### config.mk
export PLATFORM = sky130hd
export DESIGN_NAME = scancode_to_ascii_decoder_core
export DESIGN_NICKNAME = d
export VERILOG_FILES = /design/src/rtl/s2a_pkg.sv /design/src/rtl/scancode_to_ascii_decoder_core.sv /design/src/rtl/s2a_keymap.sv
export SDC_FILE = /design/constraint.sdc
export NUM_CORES = 1
export LEC_CHECK = 0
export ABC_AREA = 1
export ABC_CLOCK_PERIOD_IN_PS = 7600
export BUFFER_PORTS_ARGS = -buffer_cell sky130_fd_sc_hd__buf_2
export CORE_MARGIN = 3
export CORE_UTILIZATION = 62
export CTS_CLUSTER_SIZE = 10
export DETAILED_ROUTE_END_ITERATION = 8
export PLACE_DENSITY = 0.95
export RECOVER_POWER = 50
export SYNTH_ARGS = -nofsm -noshare
export SYNTH_HDL_FRONTEND = slang
export SYNTH_HIERARCHICAL = 1
export SYNTH_SLANG_ARGS = --single-unit
### constraint.sdc
create_clock -name clk -period 7.6 [get_ports clk]
set_clock_uncertainty 0.05 [all_clocks]
set_input_delay 1.52 -clock clk [delete_from_list [all_inputs] [get_ports clk]]
set_output_delay 1.52 -clock clk [all_outputs]
set_load 0.005 [all_outputs]
### src/rtl/s2a_pkg.sv
// Shared constants for the set-1 scan code to ASCII decoder.
// Used by s2a_keymap and scancode_to_ascii_decoder_core; no dependencies.
package s2a_pkg;

    // Field widths
    localparam int SCAN_W  = 8;
    localparam int CODE_W  = 7;
    localparam int ASCII_W = 7;
    localparam int OUT_W   = 8;

    // Special scan codes
    localparam logic [SCAN_W-1:0] CODE_PREFIX = 8'hE0;
    localparam logic [CODE_W-1:0] CODE_LSHIFT = 7'h2A;
    localparam logic [CODE_W-1:0] CODE_RSHIFT = 7'h36;

    // No character for this key
    localparam logic [ASCII_W-1:0] CHAR_NONE = 7'h00;

endpackage

### src/rtl/scancode_to_ascii_decoder_core.sv
// A scan code byte is held in the input register, and its character then in the result
// register, loaded when that register is free or being drained.
// Throughput: one byte per cycle while the output is not stalled; the input register advances
// whenever the result register is empty or being drained, so a stalled output holds at most two bytes.
// Reset (rst_n low, asynchronous) clears shift and prefix flags and both valid flags.
// Depends on s2a_pkg and s2a_keymap.
module scancode_to_ascii_decoder_core
    import s2a_pkg::*;
(
    input  logic              clk,
    input  logic              rst_n,
    input  logic              s_axis_tvalid,
    output logic              s_axis_tready,
    input  logic [SCAN_W-1:0] s_axis_tdata,  // [7:0] scan_code
    output logic              m_axis_tvalid,
    input  logic              m_axis_tready,
    output logic [OUT_W-1:0]  m_axis_tdata   // [6:0] ascii_char, [7] zero
);

    logic               in_valid_reg;
    logic [SCAN_W-1:0]  in_code_reg;
    logic               shift_reg;
    logic               shift_next;
    logic               prefix_reg;
    logic               prefix_next;
    logic               out_valid_reg;
    logic [ASCII_W-1:0] out_char_reg;
    logic               advance;
    logic               emit;
    logic [CODE_W-1:0]  low_code;
    logic               low_is_shift;
    logic [ASCII_W-1:0] map_char;

    // Move the input register on when the result slot is free or being taken
    assign advance       = in_valid_reg && (!out_valid_reg || m_axis_tready);
    assign s_axis_tready = !in_valid_reg || advance;

    // Hold one scan code byte
    always_ff @(posedge clk or negedge rst_n)
    begin
        if (!rst_n)
            in_valid_reg <= 1'b0;
        else if (s_axis_tready)
            in_valid_reg <= s_axis_tvalid;
    end

    always_ff @(posedge clk)
    begin
        if (s_axis_tready && s_axis_tvalid)
            in_code_reg <= s_axis_tdata;
    end

    assign low_code     = in_code_reg[CODE_W-1:0];
    assign low_is_shift = (low_code == CODE_LSHIFT) || (low_code == CODE_RSHIFT);

    s2a_keymap u_keymap
    (
        .code       (low_code),
        .shift      (shift_reg),
        .ascii_char (map_char)
    );

    // Decode the byte: prefix, break, shift make, extended make, ordinary make
    always_comb
    begin
        shift_next  = shift_reg;
        prefix_next = prefix_reg;
        emit        = 1'b0;
        if (in_code_reg == CODE_PREFIX)
        begin
            prefix_next = 1'b1;
        end
        else if (in_code_reg[SCAN_W-1])
        begin
            prefix_next = 1'b0;
            if (low_is_shift)
                shift_next = 1'b0;
        end
        else if (low_is_shift)
        begin
            shift_next = 1'b1;
        end
        else if (prefix_reg)
        begin
            prefix_next = 1'b0;
        end
        else
        begin
            emit = (map_char != CHAR_NONE);
        end
    end

    // Update the key flags once per transfer out of the input register
    always_ff @(posedge clk or negedge rst_n)
    begin
        if (!rst_n)
        begin
            shift_reg  <= 1'b0;
            prefix_reg <= 1'b0;
        end
        else if (advance)
        begin
            shift_reg  <= shift_next;
            prefix_reg <= prefix_next;
        end
    end

    // Result register: load on an emitting byte, drop once taken
    always_ff @(posedge clk or negedge rst_n)
    begin
        if (!rst_n)
            out_valid_reg <= 1'b0;
        else if (advance)
            out_valid_reg <= emit;
        else if (m_axis_tready)
            out_valid_reg <= 1'b0;
    end

    always_ff @(posedge clk)
    begin
        if (advance && emit)
            out_char_reg <= map_char;
    end

    assign m_axis_tvalid = out_valid_reg;
    assign m_axis_tdata  = {{(OUT_W-ASCII_W){1'b0}}, out_char_reg};

`ifndef SYNTH
    // A delivered character is never the empty code
    assert property (@(posedge clk) disable iff (!rst_n)
        m_axis_tvalid |-> (m_axis_tdata[ASCII_W-1:0] != CHAR_NONE))
        else $error("empty character offered");

    // A prefix byte arms the prefix and emits nothing
    assert property (@(posedge clk) disable iff (!rst_n)
        (advance && (in_code_reg == CODE_PREFIX)) |=> (prefix_reg && !out_valid_reg))
        else $error("prefix byte mishandled");

    // A shift make sets shift; a shift break clears it
    assert property (@(posedge clk) disable iff (!rst_n)
        (advance && !in_code_reg[SCAN_W-1] && low_is_shift) |=> shift_reg)
        else $error("shift make did not set shift");

    assert property (@(posedge clk) disable iff (!rst_n)
        (advance && (in_code_reg != CODE_PREFIX) && in_code_reg[SCAN_W-1] && low_is_shift)
        |=> (!shift_reg && !prefix_reg))
        else $error("shift break did not clear flags");
`endif

endmodule

### src/rtl/s2a_keymap.sv
// Key map for set-1 make codes: plain and shifted ASCII per 7-bit code.
// Depends on s2a_pkg for widths and the no-character code.
module s2a_keymap
    import s2a_pkg::*;
(
    input  logic [CODE_W-1:0]  code,
    input  logic               shift,
    output logic [ASCII_W-1:0] ascii_char
);

    logic [ASCII_W-1:0] plain_char;
    logic [ASCII_W-1:0] shift_char;

    // Look up both tables; codes without a key read as no character
    always_comb
    begin
        plain_char = CHAR_NONE;
        shift_char = CHAR_NONE;
        case (code)
            7'h01: begin plain_char = 7'h1B; shift_char = 7'h1B; end
            7'h02: begin plain_char = 7'h31; shift_char = 7'h21; end
            7'h03: begin plain_char = 7'h32; shift_char = 7'h40; end
            7'h04: begin plain_char = 7'h33; shift_char = 7'h23; end
            7'h05: begin plain_char = 7'h34; shift_char = 7'h24; end
            7'h06: begin plain_char = 7'h35; shift_char = 7'h25; end
            7'h07: begin plain_char = 7'h36; shift_char = 7'h5E; end
            7'h08: begin plain_char = 7'h37; shift_char = 7'h26; end
            7'h09: begin plain_char = 7'h38; shift_char = 7'h2A; end
            7'h0A: begin plain_char = 7'h39; shift_char = 7'h28; end
            7'h0B: begin plain_char = 7'h30; shift_char = 7'h29; end
            7'h0C: begin plain_char = 7'h2D; shift_char = 7'h5F; end
            7'h0D: begin plain_char = 7'h3D; shift_char = 7'h2B; end
            7'h0E: begin plain_char = 7'h08; shift_char = 7'h08; end
            7'h0F: begin plain_char = 7'h09; shift_char = 7'h09; end
            7'h10: begin plain_char = 7'h71; shift_char = 7'h51; end
            7'h11: begin plain_char = 7'h77; shift_char = 7'h57; end
            7'h12: begin plain_char = 7'h65; shift_char = 7'h45; end
            7'h13: begin plain_char = 7'h72; shift_char = 7'h52; end
            7'h14: begin plain_char = 7'h74; shift_char = 7'h54; end
            7'h15: begin plain_char = 7'h79; shift_char = 7'h59; end
            7'h16: begin plain_char = 7'h75; shift_char = 7'h55; end
            7'h17: begin plain_char = 7'h69; shift_char = 7'h49; end
            7'h18: begin plain_char = 7'h6F; shift_char = 7'h4F; end
            7'h19: begin plain_char = 7'h70; shift_char = 7'h50; end
            7'h1A: begin plain_char = 7'h5B; shift_char = 7'h7B; end
            7'h1B: begin plain_char = 7'h5D; shift_char = 7'h7D; end
            7'h1C: begin plain_char = 7'h0A; shift_char = 7'h0A; end
            7'h1E: begin plain_char = 7'h61; shift_char = 7'h41; end
            7'h1F: begin plain_char = 7'h73; shift_char = 7'h53; end
            7'h20: begin plain_char = 7'h64; shift_char = 7'h44; end
            7'h21: begin plain_char = 7'h66; shift_char = 7'h46; end
            7'h22: begin plain_char = 7'h67; shift_char = 7'h47; end
            7'h23: begin plain_char = 7'h68; shift_char = 7'h48; end
            7'h24: begin plain_char = 7'h6A; shift_char = 7'h4A; end
            7'h25: begin plain_char = 7'h6B; shift_char = 7'h4B; end
            7'h26: begin plain_char = 7'h6C; shift_char = 7'h4C; end
            7'h27: begin plain_char = 7'h3B; shift_char = 7'h3A; end
            7'h28: begin plain_char = 7'h27; shift_char = 7'h22; end
            7'h29: begin plain_char = 7'h60; shift_char = 7'h7E; end
            7'h2B: begin plain_char = 7'h5C; shift_char = 7'h7C; end
            7'h2C: begin plain_char = 7'h7A; shift_char = 7'h5A; end
            7'h2D: begin plain_char = 7'h78; shift_char = 7'h58; end
            7'h2E: begin plain_char = 7'h63; shift_char = 7'h43; end
            7'h2F: begin plain_char = 7'h76; shift_char = 7'h56; end
            7'h30: begin plain_char = 7'h62; shift_char = 7'h42; end
            7'h31: begin plain_char = 7'h6E; shift_char = 7'h4E; end
            7'h32: begin plain_char = 7'h6D; shift_char = 7'h4D; end
            7'h33: begin plain_char = 7'h2C; shift_char = 7'h3C; end
            7'h34: begin plain_char = 7'h2E; shift_char = 7'h3E; end
            7'h35: begin plain_char = 7'h2F; shift_char = 7'h3F; end
            7'h37: begin plain_char = 7'h2A; shift_char = 7'h2A; end
            7'h39: begin plain_char = 7'h20; shift_char = 7'h20; end
            default:
            begin
                plain_char = CHAR_NONE;
                shift_char = CHAR_NONE;
            end
        endcase
    end

    // Select the table by shift state
    assign ascii_char = shift ? shift_char : plain_char;

endmodule
== Word-level counts from Yosys, hierarchy flattened ==
Memory sizes are Yosys's and may differ from the RTL's. A register that Yosys moved wholly into a read port is not among the register bits.
Cells that the tools add are included.

* Eq/ne operators: 4
* Muxes and demuxes: 15
* Bitwise logic cells: 1
* Reduce and logical (&&, ||, !) cells: 12

{| class="wikitable"
|+ Operators by type and width
! kind !! number
|-
| == test 7 x 6 -> 1 bit (second input constant) || 2
|-
| two-way mux 14 bit || 1
|-
| two-way mux 1 bit || 12
|-
| == test 8 bit (second input constant) || 1
|-
| two-way mux 7 bit || 1
|-
| nonzero test 7 bit || 1
|-
| two-way mux 6 bit || 1
|-
| logical AND 1 bit || 3
|-
| logical OR 1 bit || 3
|-
| != test 3 x 2 -> 1 bit (second input constant) || 1
|-
| AND reduction 3 bit || 1
|-
| zero test 1 bit || 2
|-
| AND reduction 2 bit || 1
|-
| nonzero test 2 bit || 1
|-
| NOT 1 bit || 1
|}

* Bits in registers: 19
* Memory bits (read-only): 896
* Input port bits: 12
* Logic and storage cells: 39
* Memories kept: 1

{| class="wikitable"
|+ Memory list
! name !! depth !! width !! read ports !! clocked after memory_dff !! wr ports !! RTL line !! RTL
|-
| (name not given) || 64 || 14 || 1 || 1 || 0 || s2a_keymap.sv:19 || <nowiki>case (code)</nowiki>
|}

== Depth between registers and ports, before layout ==
Gate-level depths: netlist (run 1).

* Depth in word-level cells: 8
* Depth in mapped cells: 15
* Gate-level depth less buffers: 15

== Cells and area by module ==
Netlist (run 1), hierarchy kept.

{| class="wikitable"
|+ By module, submodules not included
! module !! times used !! cells each !! area an instance (um^2)
|-
| s2a_keymap || 1 || 221 || 1074.8
|-
| scancode_to_ascii_decoder_core || 1 || 72 || 769.5
|}

== Least setup slack after synthesis (run 1) ==
OpenSTA, ideal clock, no wires.

* Kind: input to output
* Start point: in m_axis_tready
* End point: out s_axis_tready
* Arrival time: 1669 ps
* Data required time: 6030 ps
* Path slack: 4361 ps
* Stages: 2
* Cell sequence: inv_1 -> nand3_1

* Word-level cells in the longest chain between the ends: 3

{| class="wikitable"
|+ RTL lines
! what !! RTL line !! RTL
|-
| start: declaration || scancode_to_ascii_decoder_core.sv:16 || <nowiki>input logic m_axis_tready,</nowiki>
|-
| logical OR 1 bit || scancode_to_ascii_decoder_core.sv:35 || <nowiki>assign advance = in_valid_reg && (!out_valid_reg || m_axis_tready);</nowiki>
|-
| logical AND 1 bit || scancode_to_ascii_decoder_core.sv:35 ||
|-
| logical OR 1 bit || scancode_to_ascii_decoder_core.sv:36 || <nowiki>assign s_axis_tready = !in_valid_reg || advance;</nowiki>
|-
| end: declaration || scancode_to_ascii_decoder_core.sv:13 || <nowiki>output logic s_axis_tready,</nowiki>
|}

Every way passes these cells.

== Worst setup path in the final report (run 1) ==
Same ends and word-level chain as after synthesis.

==> metrics.log, run 1 <==
[metrics] clock latency on the worst-skew pair: 310 ps
[metrics] total I/O pin count: 22
[metrics] via count normalized by instance count: 5.92
[metrics] launch instance of the worst register-to-register path: in_code_reg[1]
[metrics] number of buffers inserted during clock tree synthesis: 3
[metrics] cells along the critical path: buf_2 -> inv_1 -> nand3_1 -> buf_2
[metrics] library cell used as clock root buffer: clkbuf_4
[metrics] worst-case clock buffer depth: 2
[metrics] kind of start point of the critical path: input port
[metrics] WL/cell: 14.3 um
[metrics] via count: 1,988
[metrics] floorplan row count: 19
[metrics] Total Power: 0.288 mW
[metrics] commonest non-fill, non-tap cell in the layout: nand2_1
[metrics] Max Slew Vio Count: 0
[metrics] area of the core: 2810 um2
[metrics] unrepaired setup endpoints after global routing: no
[metrics] utilization after layout: 69.0%
[metrics] post-synthesis instance area: 1840 um2
[metrics] library cell appearing most often on the critical path: buf_2
[metrics] fraction of final layout cells sized beyond drive strength 1: 9.18%
[metrics] delay of the slowest critical-path stage: 150 ps
[metrics] master of the slowest instance on the critical path: buf_2
[metrics] slew of the pin with the lowest slew margin: 930 ps
[metrics] data arrival time of the critical path: 1930 ps
[metrics] highest net fanout along the worst path: 3
[metrics] setup-violating endpoint count in the final report: 0
[metrics] die outline height: 60.5 um
[metrics] clock-pin slew of the registers on the worst-case setup and hold paths: 90 ps
[metrics] critical path start-end classification: input port to output pin
[metrics] fmax: 286 MHz
[metrics] required time of the critical path: 6030 ps
[metrics] Total Routed Length: 4820 um
[metrics] TritonCTS clock tree: done
[metrics] Synth Register Bits: 19
[metrics] wire length of the first global-routing pass: 7690 um
[metrics] post-route worst hold slack: 464 ps
[metrics] fin crit share: 46.0%
[metrics] total number of yosys warnings: 6
[metrics] Final GP Congestion: 0.988
[metrics] H-Tree Depth: 1
[metrics] growth of design area from synthesis to finish: 4.88%
[metrics] endpoint class of the critical path: output pin
[metrics] maximum vdd ir drop: 0.132 mV
[metrics] reported leakage power: 0.985 nW
[metrics] cts hold-fix bufs: 0
[metrics] number of cells on the worst reg-to-reg path: 15
[metrics] cell depth of the worst min-delay path: 2
[metrics] total routing usage reported by global routing: 28.0%
[metrics] total gr overflow: 0
[metrics] sequential fraction of the synthesis area: 29.9%
[metrics] post-detail-place hpwl: 3370 um
[metrics] register-to-register setup slack: 4530 ps
[metrics] Die W: 60.5 um
[metrics] flip-flop count of the largest register, all copies and words added: 8
[metrics] detailed-router iteration count before antenna repair: 5
[metrics] effective utilization at floorplan: 65.7%
[metrics] crit path launch: m_axis_tready
[metrics] final non-filler cell total: 336
[metrics] Post-Place Cells: 332
[metrics] number of distinct library cell variants in the gate-level netlist after synthesis: 26
[metrics] Post-Syn Nets: 317
[metrics] crit path time final: 3500 ps
[metrics] worst-case headroom to the max-slew limit: 38.0%
[metrics] number of antenna violations at the first check in global routing: 0
[metrics] Max Cap Viol: 0
[metrics] class of the tightest hold or removal check: flip-flop to flip-flop
[metrics] final sum of negative setup slack: 0 ps
[metrics] Die ar.: 3670 um2
[metrics] post_cts resized: 0
[metrics] number of antenna repair diodes: 0
[metrics] Crit Reg-Reg Endpoint: out_char_reg[2]
[metrics] vias in the first global route: 1,676
[metrics] maximum number of pins on one net before global-route repair: 28
[metrics] synthesized netlist cell count: 293
[metrics] number of nets still failing antenna checks after routing: 0
[metrics] Power Dens Cells: 149 nW/um2
[metrics] CTS sink count: 19
[metrics] Fill cells: 263
[metrics] number of endpoints with negative hold slack in the final report: 0
[metrics] number of remaining DRC errors: 0
[metrics] most used cells in the layout excluding fill and tap cells: nand2_1, nand3_1, nor2_1, inv_1, buf_2
[metrics] result of the run: complete, no violations
[metrics] quantity of I/O buffers inserted on ports: 20
[metrics] final layout net count: 330
[metrics] capturing element of the worst setup path: s_axis_tready
[metrics] drt first-iter violations: 253
[metrics] syn avg cell area: 6.29 um2
[metrics] setup fix buffers added after clock tree synthesis: 0
area by class of cell:
cell class	instances	area (um2)	share of cell area, %
tap	31	38.8	2.01
sequential	19	551	28.5
multi-input combinational	228	1090	56.5
inverter	34	128	6.60
timing repair buffer	20	98.8	5.11
clock buffer	4	26.3	1.36
logic make-up (layout without fill, tap and decap cells):
kind of cell	after synthesis	in the layout	share of synthesized area, %
adders and majority gates	12	12	8.14
other	1	1	0.203
and+or+nand+nor	179	179	40.2
DFF	19	19	29.9
buffers and inverters	46	58	10.9
AOI/OAI and AO/OA	36	36	10.7
how the worst min path moves through the flow:
stage / start / slack (ps) / endpoint
floorplan: shift_reg / 390 / shift_reg
global placement: prefix_reg / 410 / prefix_reg
detailed placement: prefix_reg / 450 / prefix_reg
CTS: prefix_reg / 470 / prefix_reg
global route: prefix_reg / 500 / prefix_reg
finish: prefix_reg / 460 / prefix_reg
metal layers:
metal  track usage, %  part of all wire [%]  vias to the layer above
met2             41.7                    45                      153
li1                 -                     -                      969
met1             40.3                    40                      841
met4             11.8                   3.6                        0
met3             4.68                    12                       25
met5                0                     0                        -
report_power, final:
part           switching [mW]  leakage [nW]  internal, mW
Clock                  0.0308        0.0150        0.0205
Combinational          0.0632         0.774        0.0332
Sequential             0.0168         0.196         0.124
Total                   0.111         0.985         0.177
stage by stage:
stage / setup WS (ps) / cell area [um2]
detailed placement: 4110 / 1910
CTS: 4110 / 1940
global route: 4050 / 1930
global placement: 4140 / 1910
finish: 4100 / 1930
floorplan: 4360 / 1840
critical path: cells and delay by family:
family                 cells  cell delay, ps
buffers and inverters      3             300
and+or+nand+nor            1             110
synth_stat cells, drive strengths merged:
cell	n	area, um2
nand2	99	377
nand3	42	210
nor2	34	130
inv	33	124
a21oi	16	80.1
edfxtp	15	450
o21ai	13	65.1
buf	12	73.8
ha	12	150
dfrtp	4	100
o211ai	3	22.5
a31oi	2	12.5
clkinv	1	3.75
conb	1	3.75
nand3b	1	7.51
nand4	1	6.26
nor3	1	5.00
o2111ai	1	8.76
o21a	1	7.51
or2	1	6.26
Note: power is estimated with default switching activity, not from simulation.
==> run 2: changes to the inputs <==
--- a/config.mk
+++ b/config.mk
@@ -6,13 +6,13 @@
 export NUM_CORES = 1
 export LEC_CHECK = 0
 export ABC_AREA = 1
-export ABC_CLOCK_PERIOD_IN_PS = 7600
+export ABC_CLOCK_PERIOD_IN_PS = 3300
 export BUFFER_PORTS_ARGS = -buffer_cell sky130_fd_sc_hd__buf_2
 export CORE_MARGIN = 3
-export CORE_UTILIZATION = 62
+export CORE_UTILIZATION = 57
 export CTS_CLUSTER_SIZE = 10
 export DETAILED_ROUTE_END_ITERATION = 8
-export PLACE_DENSITY = 0.95
+export PLACE_DENSITY = 0.89
 export RECOVER_POWER = 50
 export SYNTH_ARGS = -nofsm -noshare
 export SYNTH_HDL_FRONTEND = slang
==> constraint.sdc (replaced) <==
create_clock -name clk -period 3.3 [get_ports clk]
set_clock_uncertainty 0.05 [all_clocks]
set_input_delay 0.66 -clock clk [delete_from_list [all_inputs] [get_ports clk]]
set_output_delay 0.66 -clock clk [all_outputs]
set_load 0.005 [all_outputs]
==> run 2 against run 1 <==
Against the previous run: clock power grew 130%; count of clock-buffer cells in the layout shrank 1; cell count grew 5.4%; total power grew 130%.
==> metrics.log, run 2 (synthesis results as in run 1) <==
[metrics] area of the core: 3080 um2 (was 2810 um2)
[metrics] unrepaired setup endpoints after global routing: no (unchanged)
[metrics] post-detail-place hpwl: 3740 um (was 3370 um)
[metrics] data arrival time of the critical path: 2900 ps (was 1930 ps)
[metrics] setup-violating endpoint count in the final report: 0 (unchanged)
[metrics] H-Tree Depth: 1 (unchanged)
[metrics] worst-case clock buffer depth: 2 (unchanged)
[metrics] TritonCTS clock tree: done (unchanged)
[metrics] Max Slew Vio Count: 0 (unchanged)
[metrics] pre-CTS setup slack: 378 ps (was 4110 ps)
[metrics] number of remaining DRC errors: 0 (unchanged)
[metrics] Die ar.: 3950 um2 (was 3670 um2)
[metrics] vias in the first global route: 1,873 (was 1,676)
[metrics] drt first-iter violations: 268 (was 253)
[metrics] commonest non-fill, non-tap cell in the layout: nand2_1 (unchanged)
[metrics] Final GP Congestion: 1.03 (was 0.988)
[metrics] cts hold-fix bufs: 0 (unchanged)
[metrics] library cell used as clock root buffer: clkbuf_4 (unchanged)
[metrics] final layout net count: 335 (was 330)
[metrics] clock latency on the worst-skew pair: 300 ps (was 310 ps)
[metrics] clock-pin slew of the registers on the worst-case setup and hold paths: 110 ps (was 90 ps)
[metrics] number of nets still failing antenna checks after routing: 0 (unchanged)
[metrics] Die W: 62.9 um (was 60.5 um)
[metrics] wire length of the first global-routing pass: 8410 um (was 7690 um)
[metrics] total gr overflow: 0 (unchanged)
[metrics] CTS sink count: 19 (unchanged)
[metrics] most used cells in the layout excluding fill and tap cells: nand2_1, nand3_1, nor2_1, inv_1, buf_2 (unchanged)
[metrics] fin crit share: 89.8%
[metrics] kind of start point of the critical path: flip-flop (was input port)
[metrics] reported leakage power: 1.01 nW (was 0.985 nW)
[metrics] effective utilization at floorplan: 59.9% (was 65.7%)
[metrics] number of antenna repair diodes: 0 (unchanged)
[metrics] flip-flop count of the largest register, all copies and words added: 8 (unchanged)
[metrics] detailed-router iteration count before antenna repair: 5 (unchanged)
[metrics] class of the tightest hold or removal check: input port to asynchronous set/reset pin (was flip-flop to flip-flop)
[metrics] growth of design area from synthesis to finish: 7.73% (was 4.88%)
[metrics] setup fix buffers added after clock tree synthesis: 0 (unchanged)
[metrics] required time of the critical path: 3240 ps (was 6030 ps)
[metrics] maximum number of pins on one net before global-route repair: 23 (was 28)
[metrics] die outline height: 62.9 um (was 60.5 um)
[metrics] post_cts resized: 0 (unchanged)
[metrics] number of endpoints with negative hold slack in the final report: 0 (unchanged)
[metrics] total routing usage reported by global routing: 26.5% (was 28.0%)
[metrics] fraction of final layout cells sized beyond drive strength 1: 10.6% (was 9.18%)
[metrics] Post-Place Cells: 350 (was 332)
[metrics] highest net fanout along the worst path: 13 (was 3)
[metrics] crit path time final: 2960 ps
[metrics] via count: 2,005 (was 1,988)
[metrics] total I/O pin count: 22 (unchanged)
[metrics] result of the run: complete, no violations (unchanged)
[metrics] cell area after layout: 1990 um2 (was 1930 um2)
[metrics] floorplan row count: 20 (was 19)
[metrics] final critical-path setup slack: 337 ps (was 4100 ps)
[metrics] critical path start-end classification: flip-flop to flip-flop (was input port to output pin)
[metrics] Power Dens Cells: 338 nW/um2 (was 149 nW/um2)
[metrics] final sum of negative setup slack: 0 ps (unchanged)
[metrics] endpoint class of the critical path: flip-flop (was output pin)
[metrics] Max Cap Viol: 0 (unchanged)
[metrics] number of antenna violations at the first check in global routing: 0 (unchanged)
[metrics] final non-filler cell total: 354 (was 336)
[metrics] quantity of I/O buffers inserted on ports: 20 (unchanged)
[metrics] maximum vdd ir drop: 0.263 mV (was 0.132 mV)
[metrics] Total Routed Length: 4940 um (was 4820 um)
[metrics] number of buffers inserted during clock tree synthesis: 3 (unchanged)
[metrics] placed standard-cell area: 1960 um2 (was 1910 um2)
[metrics] WL/cell: 14.0 um (was 14.3 um)
[metrics] via count normalized by instance count: 5.66 (was 5.92)
[metrics] utilization after layout: 64.6% (was 69.0%)
[metrics] number of cells on the worst reg-to-reg path: 15 (unchanged)
[metrics] fmax: 337 MHz
-- run 2: cell types whose count changed in the layout (fill, tap and decap cells not counted) --
cell,delta
buf_4,+5
clkbuf_1,-1
clkinv_2,+1
nand2_1,+1
nand2_2,-1
-- run 2: per-layer routing --
layer / GRT usage (%) / up-vias / part of all wire, %
met2: 42.7 / 139 / 46
met3: 3.60 / 30 / 9.2
met1: 33.7 / 858 / 39
li1: - / 978 / -
met4: 15.2 / 0 / 5.4
met5: 0 / - / 0
-- run 2: path summary, 6_finish.rpt --
| check | from | endpoint | slack (ps) |
|---|---|---|---|
| max in group asynchronous | rst_n | shift_reg | 2910 |
| min | rst_n | prefix_reg | 110 |
| min reg2reg | prefix_reg | prefix_reg | 440 |
| max | in_code_reg[1] | out_char_reg[0] | 340 |
| max reg2reg | in_code_reg[1] | out_char_reg[0] | 340 |
| min in group clk | prefix_reg | prefix_reg | 440 |
-- run 2: worst max-delay path, stage by stage (launching register included) --
cell and delay (ps):
edfxtp_1 600, inv_1 250, ha_1 330, inv_1 50
nand2_1 150, nor2_1 60, nor2_1 140, nor2_1 50
o21ai_0 140, nand2_1 90, nor2_1 140, nor2_1 60
nand2_1 70, o21a_1 120, nand3_1 100, inv_1 240
-- run 2: area by class of cell --
class / instances / area [um2]
tap: 44 / 55.1
timing repair buffer: 25 / 136
clock inverter: 1 / 5.00
sequential: 19 / 551
fill: 304 / 1090
clock buffer: 3 / 22.5
multi-input combinational: 228 / 1090
inverter: 34 / 128
-- run 2: report_power, final --
group          total (mW)  internal [mW]  switching, mW
Combinational       0.243         0.0819          0.162
Clock               0.117         0.0452         0.0720
Sequential          0.310          0.285         0.0251
Total               0.671          0.412          0.259
-- run 2: through the flow --
step / power (mW) / hold slack, ps
finish: 0.671 / 115
global placement: 0.550 / 405
floorplan: 0.483 / 314
CTS: 0.669 / 82.7
global route: 0.721 / 97.7
detailed placement: 0.551 / 417
